## src/rtl/ccrc_pkg.sv

```systemverilog
// ============================================================================
// ccrc_pkg - shared types and constants for the programmable CRC-32 engine
// Holds the mode codes, register indexes and the configuration bundle.
// ============================================================================
`default_nettype none

package ccrc_pkg;

    localparam int unsigned CrcWidth  = 32;
    localparam int unsigned ByteWidth = 8;

    localparam logic [CrcWidth-1:0] ResetPoly  = 32'h04C1_1DB7;
    localparam logic [CrcWidth-1:0] Crc32cPoly = 32'h82F6_3B78;
    localparam logic [CrcWidth-1:0] ResetInit  = 32'h0000_0000;
    localparam logic [CrcWidth-1:0] ResetFxor  = 32'h0000_0000;

    // Fold algorithm; the unused code falls back to the direct form.
    typedef enum logic [1:0] {
        MODE_AUGMENTED = 2'd0,
        MODE_DIRECT    = 2'd1,
        MODE_REFLECTED = 2'd2,
        MODE_SPARE     = 2'd3
    } t_mode;

    // Configuration register indexes.
    typedef enum logic [1:0] {
        CFG_POLY = 2'd0,
        CFG_INIT = 2'd1,
        CFG_FXOR = 2'd2,
        CFG_MODE = 2'd3
    } t_cfg_idx;

    typedef struct packed {
        logic [CrcWidth-1:0] poly;
        logic [CrcWidth-1:0] init;
        logic [CrcWidth-1:0] fxor;
        t_mode               mode;
    } t_cfg;

endpackage

`default_nettype wire

```

## src/rtl/configurable_crc32_engine_core.sv

```systemverilog
// ============================================================================
// configurable_crc32_engine_core - programmable CRC-32 over a byte stream
// Byte input register, combinational fold, registered result with stall support.
// ============================================================================
// Path: a last byte goes from the input register through the fold into the result
//   register on o_crc_result (two-stage); a full, stalled result slot holds it back.
// Throughput: one byte per cycle unless o_in_stall holds a last byte; set by the
//   running-CRC loop, which closes combinationally through the eight-round fold.
// Reset: synchronous, active low; clears valids and the message-in-progress
//   flag and restores the register defaults. No clearing pass is needed.
`default_nettype none

module configurable_crc32_engine_core
    import ccrc_pkg::*;
(
    input  wire logic        i_clk,
    input  wire logic        i_rst_n,
    // byte input channel
    input  wire logic        i_in_valid,
    output logic             o_in_stall,
    input  wire logic [7:0]  i_data_byte,
    input  wire logic        i_last_byte,
    // result channel
    output logic             o_out_valid,
    input  wire logic        i_out_stall,
    output logic [31:0]      o_crc_result,
    // configuration write channel
    input  wire logic        i_cfg_valid,
    output logic             o_cfg_ready,
    input  wire logic [1:0]  i_cfg_index,
    input  wire logic [31:0] i_cfg_data
);

    t_cfg cfg;

    // Configuration is always taken; the sender must write only while the datapath
    // is idle, which the block itself does not enforce.
    assign o_cfg_ready = 1'b1;

    ccrc_regs u_regs (
        .i_clk       (i_clk),
        .i_rst_n     (i_rst_n),
        .i_cfg_valid (i_cfg_valid),
        .i_cfg_index (i_cfg_index),
        .i_cfg_data  (i_cfg_data),
        .o_cfg       (cfg)
    );

    // ------------------------------------------------------------------
    // Input stage: hold the accepted byte until it is folded.
    // ------------------------------------------------------------------
    logic                 r_in_valid;
    logic [ByteWidth-1:0] r_in_byte;
    logic                 r_in_last;

    // Running state of the message in progress.
    logic                 r_mid;
    logic [CrcWidth-1:0]  r_running;

    // Result stage.
    logic                 r_out_valid;
    logic [CrcWidth-1:0]  r_out_crc;

    logic                 in_take;
    logic                 out_take;
    logic                 fold_go;
    logic [CrcWidth-1:0]  fold_seed;
    logic [CrcWidth-1:0]  fold_crc;

    assign out_take = r_out_valid && !i_out_stall;

    // Fold the held byte when it needs no result slot, or the slot is
    // empty or being drained this cycle.
    assign fold_go = r_in_valid && (!r_in_last || !r_out_valid || !i_out_stall);

    // Stall only when the held byte cannot advance.
    assign o_in_stall = r_in_valid && !fold_go;
    assign in_take    = i_in_valid && !o_in_stall;

    // A new message starts from the init register as it stands now.
    assign fold_seed = r_mid ? r_running : cfg.init;

    ccrc_fold u_fold (
        .i_crc  (fold_seed),
        .i_byte (r_in_byte),
        .i_poly (cfg.poly),
        .i_mode (cfg.mode),
        .o_crc  (fold_crc)
    );

    // Input register: load on accept, drop once folded.
    always_ff @(posedge i_clk) begin
        if (!i_rst_n) begin
            r_in_valid <= 1'b0;
        end else if (in_take) begin
            r_in_valid <= 1'b1;
        end else if (fold_go) begin
            r_in_valid <= 1'b0;
        end
    end

    always_ff @(posedge i_clk) begin
        if (in_take) begin
            r_in_byte <= i_data_byte;
            r_in_last <= i_last_byte;
        end
    end

    // Running CRC: advance on every fold, restart after a last byte.
    always_ff @(posedge i_clk) begin
        if (!i_rst_n) begin
            r_mid <= 1'b0;
        end else if (fold_go) begin
            r_mid <= !r_in_last;
        end
    end

    always_ff @(posedge i_clk) begin
        if (fold_go) begin
            r_running <= fold_crc;
        end
    end

    // Result register: load the finished CRC on a last byte, clear on drain.
    always_ff @(posedge i_clk) begin
        if (!i_rst_n) begin
            r_out_valid <= 1'b0;
        end else if (fold_go && r_in_last) begin
            r_out_valid <= 1'b1;
        end else if (out_take) begin
            r_out_valid <= 1'b0;
        end
    end

    always_ff @(posedge i_clk) begin
        if (fold_go && r_in_last) begin
            r_out_crc <= fold_crc ^ cfg.fxor;
        end
    end

    assign o_out_valid  = r_out_valid;
    assign o_crc_result = r_out_crc;

endmodule

`default_nettype wire

```

## src/rtl/ccrc_regs.sv

```systemverilog
// ============================================================================
// ccrc_regs - configuration register file
// Holds polynomial, init, final xor and mode; written one word per handshake.
// ============================================================================
`default_nettype none

module ccrc_regs
    import ccrc_pkg::*;
(
    input  wire logic        i_clk,
    input  wire logic        i_rst_n,
    input  wire logic        i_cfg_valid,
    input  wire logic [1:0]  i_cfg_index,
    input  wire logic [31:0] i_cfg_data,
    output t_cfg             o_cfg
);

    t_cfg r_cfg;
    t_cfg n_cfg;

    always_comb begin
        n_cfg = r_cfg;
        if (i_cfg_valid) begin
            unique case (t_cfg_idx'(i_cfg_index))
                CFG_POLY: n_cfg.poly = i_cfg_data;
                CFG_INIT: n_cfg.init = i_cfg_data;
                CFG_FXOR: n_cfg.fxor = i_cfg_data;
                CFG_MODE: n_cfg.mode = t_mode'(i_cfg_data[1:0]);
                default:  n_cfg = r_cfg;
            endcase
        end
    end

    always_ff @(posedge i_clk) begin
        if (!i_rst_n) begin
            r_cfg.poly <= ResetPoly;
            r_cfg.init <= ResetInit;
            r_cfg.fxor <= ResetFxor;
            r_cfg.mode <= MODE_DIRECT;
        end else begin
            r_cfg <= n_cfg;
        end
    end

    assign o_cfg = r_cfg;

endmodule

`default_nettype wire

```

## src/rtl/ccrc_fold.sv

```systemverilog
// ============================================================================
// ccrc_fold - one-byte CRC fold
// Eight unrolled XOR-shift rounds in the form selected by the mode.
// ============================================================================
`default_nettype none

module ccrc_fold
    import ccrc_pkg::*;
(
    input  wire logic [CrcWidth-1:0]  i_crc,
    input  wire logic [ByteWidth-1:0] i_byte,
    input  wire logic [CrcWidth-1:0]  i_poly,
    input  t_mode                     i_mode,
    output logic [CrcWidth-1:0]       o_crc
);

    logic [CrcWidth-1:0] augm;
    logic [CrcWidth-1:0] dirc;
    logic [CrcWidth-1:0] refl;

    always_comb begin
        augm = i_crc;
        dirc = i_crc;
        refl = i_crc ^ {{(CrcWidth-ByteWidth){1'b0}}, i_byte};
        for (int k = 0; k < ByteWidth; k++) begin
            // augmented: message bit enters at the low end
            augm = {augm[CrcWidth-2:0], i_byte[ByteWidth-1-k]}
                 ^ (augm[CrcWidth-1] ? i_poly : '0);
            // direct: feedback is top bit xor message bit
            dirc = {dirc[CrcWidth-2:0], 1'b0}
                 ^ ((dirc[CrcWidth-1] ^ i_byte[ByteWidth-1-k]) ? i_poly : '0);
            // reflected: shift right with the fixed polynomial
            refl = {1'b0, refl[CrcWidth-1:1]} ^ (refl[0] ? Crc32cPoly : '0);
        end
    end

    always_comb begin
        unique case (i_mode)
            MODE_AUGMENTED: o_crc = augm;
            MODE_REFLECTED: o_crc = refl;
            MODE_DIRECT:    o_crc = dirc;
            default:        o_crc = dirc;
        endcase
    end

endmodule

`default_nettype wire

```

## config.mk

```make
export PLATFORM = sky130hd
export DESIGN_NAME = configurable_crc32_engine_core
export DESIGN_NICKNAME = d
export VERILOG_FILES = /design/src/rtl/ccrc_pkg.sv /design/src/rtl/configurable_crc32_engine_core.sv /design/src/rtl/ccrc_regs.sv /design/src/rtl/ccrc_fold.sv
export SDC_FILE = /design/constraint.sdc
export NUM_CORES = 1
export LEC_CHECK = 0
export BUFFER_PORTS_ARGS = -buffer_cell sky130_fd_sc_hd__buf_2
export CAP_MARGIN = 10
export CELL_PAD_IN_SITES_DETAIL_PLACEMENT = 0
export CELL_PAD_IN_SITES_GLOBAL_PLACEMENT = 2
export CORE_MARGIN = 5
export CORE_UTILIZATION = 34
export CTS_CLUSTER_DIAMETER = 80
export DETAILED_ROUTE_END_ITERATION = 8
export PLACE_DENSITY_LB_ADDON = 0.1
export SLEW_MARGIN = 5
export SYNTH_ARGS = -nofsm -noshare
export SYNTH_HDL_FRONTEND = slang
export SYNTH_SLANG_ARGS = --single-unit
```

## constraint.sdc

```tcl
create_clock -name i_clk -period 4.4 [get_ports i_clk]
set_input_delay 0.22 -clock i_clk [delete_from_list [all_inputs] [get_ports i_clk]]
set_output_delay 0.22 -clock i_clk [all_outputs]
set_load 0.02 [all_outputs]
```

# Word-level counts from Yosys, hierarchy flattened
# Index checks and enable logic that the tools add are counted.
# totals
register_bits	174
input_bits	48
output_inout_bits	35
elab_cells	99
# op_classes
n_eq_ne	4
muxes	30
n_bitwise	34
n_reduce_logical	20
# op_table
cell	count
32-bit 2-to-1 mux	25
32-bit bitwise XOR	17
31-bit by 32-bit bitwise XOR with 32-bit output	8
32-bit case mux with 2 select lines	1
32-bit by 8-bit bitwise XOR with 32-bit output	1
2-bit AND reduction	4
1-bit bitwise XOR	8
2-bit == test (second input constant)	3
1-bit logical AND	5
1-bit zero test	5
2-bit zero test	2
1-bit 2-to-1 mux	4
2-bit nonzero test	2
2-bit by 1-bit == test with 1-bit output (second input constant)	1
1-bit logical OR	2

# Longest topological paths before layout
# Gate-level depths: netlist of the first run.
# depth
depth_word	27
depth_mapped	20
depth_no_buf	15

# Modules after synthesis
# A second synthesis of the first run with hierarchy kept.
# unflattened
cells_unflattened	1995
area_unflattened_um2	16652.2
# modules_own_cells
mod	instances	cells_each	area_each_um2	seq_area_each_um2
ccrc_fold	1	1462	9710.6	0.0
ccrc_regs	1	373	3779.9	1961.9
configurable_crc32_engine_core	1	160	3161.8	2252.2

# Worst setup path after synthesis of the first run
# No wires, ideal clock.
# synth_path
path_type	reg-to-reg
from	register r_running[31]
to	register r_out_crc[24], in the netlist o_crc_result[24] (data pin)
setup_ps	264
arrival_time_ps	4194
t_required_ps	4136
setup_slack_ps	-57
stages_incl_launch_ff	17
n_path_buf	3
synth_period_minus_slack_ps	4457
path_cell_list	edfxtp_1 -> buf_2 -> mux2i_2 -> xnor2_1 -> clkbuf_1 -> a21oi_1 -> a221oi_2 -> xor2_2 -> mux2_1 -> xnor3_2 -> xor2_4 -> buf_6 -> o311ai_1 -> nand3_1 -> xnor2_1 -> a22oi_2 -> xor2_1
# synth_between
elab_chain_cells	27
word_cells_on_any_way	43
classes_between	mux: 18; bitwise: 25
# synth_lines
element	line	text
from (decl)	configurable_crc32_engine_core.sv:58	logic [CrcWidth-1:0] r_running;
from (signal assigned)	configurable_crc32_engine_core.sv:120	r_running <= fold_crc;
32-bit 2-to-1 mux (*)	configurable_crc32_engine_core.sv:81	assign fold_seed = r_mid ? r_running : cfg.init;
1-bit bitwise XOR	ccrc_fold.sv:31	^ ((dirc[CrcWidth-1] ^ i_byte[ByteWidth-1-k]) ? i_poly : '0);
32-bit 2-to-1 mux	ccrc_fold.sv:31	
32-bit bitwise XOR	ccrc_fold.sv:31	
1-bit bitwise XOR	ccrc_fold.sv:31	
32-bit 2-to-1 mux	ccrc_fold.sv:31	
32-bit bitwise XOR	ccrc_fold.sv:31	
1-bit bitwise XOR	ccrc_fold.sv:31	
[... 12 more ...]	-	
32-bit 2-to-1 mux	ccrc_fold.sv:31	
32-bit bitwise XOR	ccrc_fold.sv:31	
1-bit bitwise XOR	ccrc_fold.sv:31	
32-bit 2-to-1 mux	ccrc_fold.sv:31	
32-bit bitwise XOR	ccrc_fold.sv:31	
32-bit case mux with 2 select lines (*)	ccrc_fold.sv:38	unique case (i_mode)
named net fold_crc[24]	configurable_crc32_engine_core.sv:68	logic [CrcWidth-1:0] fold_crc;
32-bit bitwise XOR (*)	configurable_crc32_engine_core.sv:137	r_out_crc <= fold_crc ^ cfg.fxor;
to (signal assigned)	configurable_crc32_engine_core.sv:137	
to (decl)	configurable_crc32_engine_core.sv:62	logic [CrcWidth-1:0] r_out_crc;
# The timed path passes the listed nets; every way through them passes the cells marked *.
# A chain may end at the register's enable or synchronous reset.

# Worst setup path after layout of the first run
# layout_path
from	register r_running[31]
to	register r_out_crc[28], in the netlist o_crc_result[28] (data pin)
# Same word-level chain as after synthesis.

==> results of run 1 <==
[cell type report]
cell class                 count  area, um2  area share [%]
sequential                   174       4220            17.8
inverter                      26       97.6           0.411
clock inverter                15        195           0.822
tap                          680        851            3.58
timing repair buffer         461       4190            17.6
clock buffer                  17        425            1.79
multi-input combinational   1904      13800            58.0
[kinds of logic after synthesis]
kind of cell              Yosys count
other                               1
and+or+nand+nor                   886
xor gates and xnor gates          590
buffers and inverters             238
muxes                              47
AOI/OAI and AO/OA                 380
DFF                               174
[worst max-delay path, cell delays in order (launching register included)]
cell and delay, ps:
edfxtp_1 460, buf_6 160, a21o_1 190, and3_4 200, nor2_4 150, a211oi_4 60, buf_4 140, buf_6 110
o31a_1 340, buf_6 150, a2111oi_4 270, a211o_1 160, o211ai_1 180, buf_4 190, or3_4 450, buf_12 180
buf_12 150, nand3_1 90, xnor2_1 130, xnor2_1 100, o211ai_1 200, o21ai_2 150, xor2_1 230
[cells in the final DEF, fill, tap and decap left out, types with 11 or more instances in the layout]
cell type	netlist	final
nor2_1	123	118
nand4_1	30	30
xnor2_2	3	35
edfxtp_1	73	73
inv_1	24	22
nand3_2	0	21
o21ai_0	50	35
dlygate4sd3_1	0	11
dfxtp_1	101	97
mux2i_1	41	38
buf_12	0	42
nand2_1	559	545
o211ai_1	60	60
a21boi_0	84	84
a21oi_1	30	23
o311ai_4	0	14
nand3_1	98	77
o21ai_2	25	23
buf_2	30	81
xnor2_1	485	445
buf_6	3	23
o311ai_2	1	13
buf_4	5	289
o21ai_1	13	24
and2_1	16	13
clkbuf_16	0	22
nand2_2	1	13
xor2_1	90	85
[routing by layer]
metal	wire length, um	vias up
met3	3710	87
met5	0	-
met2	36400	524
li1	-	8249
met1	36300	8644
met4	1580	0
[report_power, final]
| group | leakage, nW | total [mW] | internal (mW) | switching, mW |
|---|---|---|---|---|
| Combinational | 6.87 | 7.77 | 3.71 | 4.06 |
| Sequential | 1.51 | 2.17 | 2.05 | 0.114 |
| Clock | 0.306 | 1.66 | 0.870 | 0.787 |
[sequential cells by signal, summed over array words and instances (netlist names)]
name / flops
r_mid: 1
o_crc_result: 32
u_regs.o_cfg: 98
r_in_last: 1
r_in_byte: 8
r_running: 32
r_in_valid: 1
o_out_valid: 1
[repair_timing]
| item | 4_1_cts | 5_1_grt |
|---|---|---|
| pin swaps | 114 | 76 |
| gates cloned | 7 | 5 |
| endpoints found under the hold margin | 11 | 0 |
| endpoints found under the setup margin | 64 | 64 |
| hold buffers | 11 | 0 |
| gates resized for setup | 160 | 98 |
| buffers inserted | 44 | 17 |
[stage by stage]
stage	cell area, um2	instances	setup slack (ps)
floorplan	17600	2316	32.4
global placement	20600	3163	-629
detailed placement	20600	3163	-594
CTS	22900	3255	-189
global route	23800	3277	-489
finish	23800	3277	-315
[worst max-delay path by stage]
stage	start	to	slack (ps)
2_1_floorplan	r_mid	o_crc_result[24]	30
3_3_place_gp	r_mid	o_crc_result[24]	-630
3_5_place_dp	r_mid	o_crc_result[24]	-590
4_1_cts	r_running[30]	o_crc_result[25]	-190
5_1_grt	r_mid	o_crc_result[24]	-490
6_report	r_running[31]	o_crc_result[28]	-310
==> impl_results.md, run 1 <==
* Status: complete, but fails checks
* Failing checks: setup timing
* WHS at 27.7 ps
* Period minus WS final at 4710 ps
* Num CTS Buffers at 17
* Leak at 8.68 nW
* Via/cell ratio at 5.34
* Slew margin rel. at between 20 and 30%
* 1st-iter DRT viols at around 1.5k
* Top cell type's share of synthesized area at 24.2%
* First-pass GRT wire length at 114,000 um
* Ranking of synthesized cells by area: xnor2_1 (24%), edfxtp_1 (12%), nand2_1 (12%), dfxtp_1 (12%), xor2_1 (4.5%)
* Syn nets at 2,364
* EDFF count, synth at 73
* Final critical-path share of the clock period at 107%
* GRT Util Overall at 26.5%
* Met1 Use GR at 37.7%
* Initial core utilization at ~34%
* Fillers at ~5k
* Reg2Reg Capture Point: o_crc_result[28]
* Post-DP HPWL at 54,100 um
* Vias in the first global route at 17.1k
* Initial antenna violation count at 1
* DR pass1 iterations at 7
* Die X at 237 um
* Synth Area in Adders at 0%
* Async set-reset flop share out of synthesis at 0%
* Syn avg cell area at 7.59 um2
* Sink Count at 174
* Setup violations, final at 63
* GR Layer Usage met3 at 2.61%
* Worst-path maximum fanout at 13
* Synth Area in Compound Gates at 16.0%
* Final TNS setup at -10,980 ps
* Routed WL at 77,900 um
* GR peak layer: met2
* WL/cell at approximately 24 um
* Largest net degree at the start of global routing at 60
* R2R setup slack at -310 ps
* Simple-gate share of the synthesized area at 21.3%
* Yosys synthesis warning count at 0
* Core Footprint at 0.0513 mm2
* Worst clock skew at 16.0 ps
* Vias at roughly 18k
* Remaining DRCs at 0
* I/O pins at 83
* Finished Core Util at between 40% and 50%
* Post-synth top area cell: xnor2_1
* Die span in y at 237 um
* FMAX at between 200 and 250 MHz
* Top FF cell, synth: dfxtp_1
* Post-synthesis cell type count at 90
* Die footprint at 0.0564 mm2
* Area Growth Syn to Fin at 35.1%
* Post-synthesis sequential element count at ~170
* Reg2Reg Depth at 22
* Worst hold start: i_cfg_data[14]
* Nets@finish at around 2.6k
* Longest Clk Path Bufs at 2
* Hold Path Class: in -> reg
* Met2 usage at 43.6%
* Crit path DAT at approximately 5000 ps
* Synth top cells by count: nand2_1 (559), xnor2_1 (485), clkbuf_1 (145)
* Htree depth at 4
* PwrDens at 488 mW/mm2
* Syn Inst Count at 2,316
* Mux cell area share after synthesis at 2.80%
* Row count at 83
* Layout cells sized above 1 at 27.6%
* Final WS setup at -315 ps
* Overall power at 11.6 mW
* Root Buffer Master: clkbuf_16
* Synth Area in XOR/XNOR at 30.4%
* Sequential area share after synthesis at 24.0%
* Placer Congestion at 0.888
* RSZ-0062 raised after global routing: true
* Hold depth at 3
* Crit start category: register
* Combinational family with the most area after synthesis: XOR/XNOR gates
* Final Hold Fails at 0
* Post-Syn Area at 0.0176 mm2
* CTS tree: built
* Global route overflow at 0
* Worst skew pair latency at 470 ps
* Input/output buffers at a little over 80
* Post-route ant nets at 0
* RR Startpoint: r_running[31]
* VDD IR-drop max at 0.000281 V
* Top-count cell post-synth: nand2_1
* Setup crit end kind: register
* Worst-path clk slew at 80 ps
* Worst Max-Slew Pin Slew at 1120 ps
* Setup CP Type: reg -> reg
* Worst Hold End: u_regs.o_cfg[16]
* Ant diodes at 0
* Max_cap viols at 0
* Critical Path RT at 4590 ps
* Max-slew violation count at 0
No activity file was read; power rests on OpenSTA's default activity.
==> run 2, diff against run 1 <==
- ABC_CLOCK_PERIOD_IN_PS: default -> 4400
- BUFFER_PORTS_ARGS: -buffer_cell sky130_fd_sc_hd__buf_2 -> default
- CORE_UTILIZATION: 34 -> 36
- CTS_BUF_LIST: default -> sky130_fd_sc_hd__clkbuf_8
- DONT_BUFFER_PORTS: default -> 1
==> impl_results.md, run 2 (synthesis gave the netlist of run 1 again) <==
* Layout cells sized above 1 at 23.8% (-3.9 points)
* Remaining DRCs at 0 (unchanged)
* I/O pins at 83 (unchanged)
* Setup crit end kind: register
* Multi-input gate area at 0.0136 mm2 (-1.6%)
* Initial core utilization at 36.1% (+1.9 points)
* Setup CP Type: reg -> reg
* FMAX at 213 MHz (+0.29%)
* Slew margin rel. at 29.5% (+4.1 points)
* Final cell count without fillers at 3,166 (-3.4%)
* Status: complete, but fails checks
* Input/output buffers at 0 (-100%)
* Die footprint at 0.0534 mm2 (-5.3%)
* Placer Congestion at 0.892 (+0.43%)
* Vias at 17.2k (-2.0%)
* Critical Path RT at 4670 ps (+80 ps)
* Max_cap viols at 0 (unchanged)
* Worst clock skew at 27.5 ps (+11.6 ps)
* Final critical-path share of the clock period at 107% (-0.31 points)
* Highest Signal Layer: met5
* Worst-path clk slew at 120 ps (+40 ps)
* Core Footprint at 0.0486 mm2 (-5.2%)
* Setup violations, final at 62 (-1.6%)
* Met2 WL at 34,600 um (-5.0%)
* RSZ-0062 raised after global routing: true
* WL/cell at 24.1 um (+1.4%)
* Worst skew pair latency at 520 ps (+50 ps)
* Sink Count at 174 (unchanged)
* PwrDens at 464 mW/mm2 (-4.9%)
* Cells after DPL at 3,036 (-4.0%)
* Die X at 231 um (-2.7%)
* Failing checks: setup timing
* Root Buffer Master: clkbuf_8
* Hold Path Class: in -> reg
* Crit start category: register
* Post-DP HPWL at 54,200 um (about the same)
* Most common cell after layout, fill and taps aside: nand2_1
* 1st-iter DRT viols at 1,626 (+8.1%)
* Worst-path maximum fanout at 25 (+12)
* Max FFs per register at 98 (unchanged)
* Row count at 81 (-2.4%)
* DR pass1 iterations at 5 (-2)
* VDD IR-drop max at 0.000211 V (-25%)
* Worst Max-Slew Pin Slew at 1060 ps (-61.0 ps)
* Num CTS Buffers at 17 (unchanged)
* Met1 wire length at 34,900 um (-3.7%)
* Via/cell ratio at 5.42 (+1.5%)
* WHS at 40.5 ps (+12.8 ps)
* Commonest cells after routing, fill and taps aside: nand2_1 (541), xnor2_1 (442), buf_4 (286)
* Period minus WS final at 4700 ps (-13.5 ps)
* Final WS setup at -301 ps (+13.5 ps)
* GRT Util Overall at 27.6% (+1.1 points)
* Leak at 8.23 nW (-5.2%)
* Initial antenna violation count at 6 (+5)
* Crit path DAT at 4970 ps (+60 ps)
* Max-slew violation count at 0 (unchanged)
* Nets@finish at 2,578 (-2.1%)
* Global route overflow at 0 (unchanged)
* Post-route ant nets at 0 (unchanged)
* Largest net degree at the start of global routing at 102 (+70%)
* First-pass GRT wire length at 111,000 um (-2.9%)
* Hold depth at 3 (unchanged)
* Routed WL at 76,400 um (-2.0%)
* Vias in the first global route at 16.5k (-3.7%)
* Area Growth Syn to Fin at 30.2%
* Die span in y at 231 um (-2.7%)
* Longest Clk Path Bufs at 2 (unchanged)
* CTS tree: built
* Final Hold Fails at 0 (unchanged)
* DR WL met3 at 5230 um (+41%)
* Htree depth at 4 (unchanged)
* Reg2Reg Depth at 21 (-4.5%)
* Reg area at 0.00422 mm2 (unchanged)
* Fillers at 4,845 (-5.6%)
[run 2: cell count changes in the layout (fill, tap and decap cells not counted), moves of 12 or more]
cell           previous run  this run
clkbuf_8                  0        17
buf_2                    81         0
clkbuf_16                22         1
o311ai_1                  0        15
dlygate4sd3_1            11        50
buf_12                   42        30
[run 2: area by class of cell]
| class | instances | area share, % |
|---|---|---|
| multi-input cells | 1904 | 59.2 |
| repair buffers | 407 | 16.7 |
| well taps | 622 | 3.40 |
| inverters | 26 | 0.426 |
| clock buffers | 17 | 1.02 |
| diodes | 1 | 0.0109 |
| flip-flops and latches | 174 | 18.5 |
| clock inverters | 15 | 0.771 |
[run 2: worst max-delay path, cell delays in order (launching register included)]
cell       delay [ps]
edfxtp_1          520
buf_6             170
a21o_1            180
and3_4            190
o21ai_4           160
o31ai_4           100
buf_6             130
o31a_1            370
buf_4             170
a2111oi_2         310
a211o_1           170
o211ai_1          130
buf_4             190
or3_4             340
buf_12            180
buf_4             170
nand3_1            90
xnor2_1           130
xnor2_1           120
o211ai_1          250
o21ai_2           180
xor2_1            170
[run 2: worst paths after layout]
path | start | endpoint | slack (ps)
worst max register to register | r_running[31] | o_crc_result[20] | -300
worst min register to register | u_regs.o_cfg[55] | u_regs.o_cfg[55] | 470
worst max-delay path | r_running[31] | o_crc_result[20] | -300
worst min-delay path | i_cfg_valid | u_regs.o_cfg[1] | 40
[run 2: repair_timing]
item | in CTS | in global routing
endpoints found under the hold margin | 110 | 0
buffers inserted | 34 | 10
setup endpoints to repair | 64 | 64
cloned | 4 | 1
pin swaps | 86 | 20
resized for setup | 196 | 36
hold buffers | 51 | 0
[run 2: power by group]
group          internal (mW)  total [mW]  switching [mW]
Combinational           3.33        7.19            3.86
Sequential              2.06        2.23           0.178
Clock                  0.433        1.19           0.758
[run 2: per-layer routing]
metal / up-vias / GRT usage [%]
met4: 10 / 6.59
met2: 528 / 44.0
met3: 88 / 4.62
met5: - / 0
met1: 8396 / 39.2
li1: 8138 / -
[run 2: per-stage QoR]
step	TNS, ps	area (um2)	total power [mW]	worst slack [ps]	util, %
after floorplan	0	17600	6.24	32.4	-
after global placement	-15470	20200	8.44	-599	41.5
after detailed placement	-17930	20200	8.45	-583	41.5
after CTS	-5410	22500	10.5	-217	46.3
after global routing	-19900	22900	11.1	-453	47.1
final	-9580	22900	10.6	-301	47.1
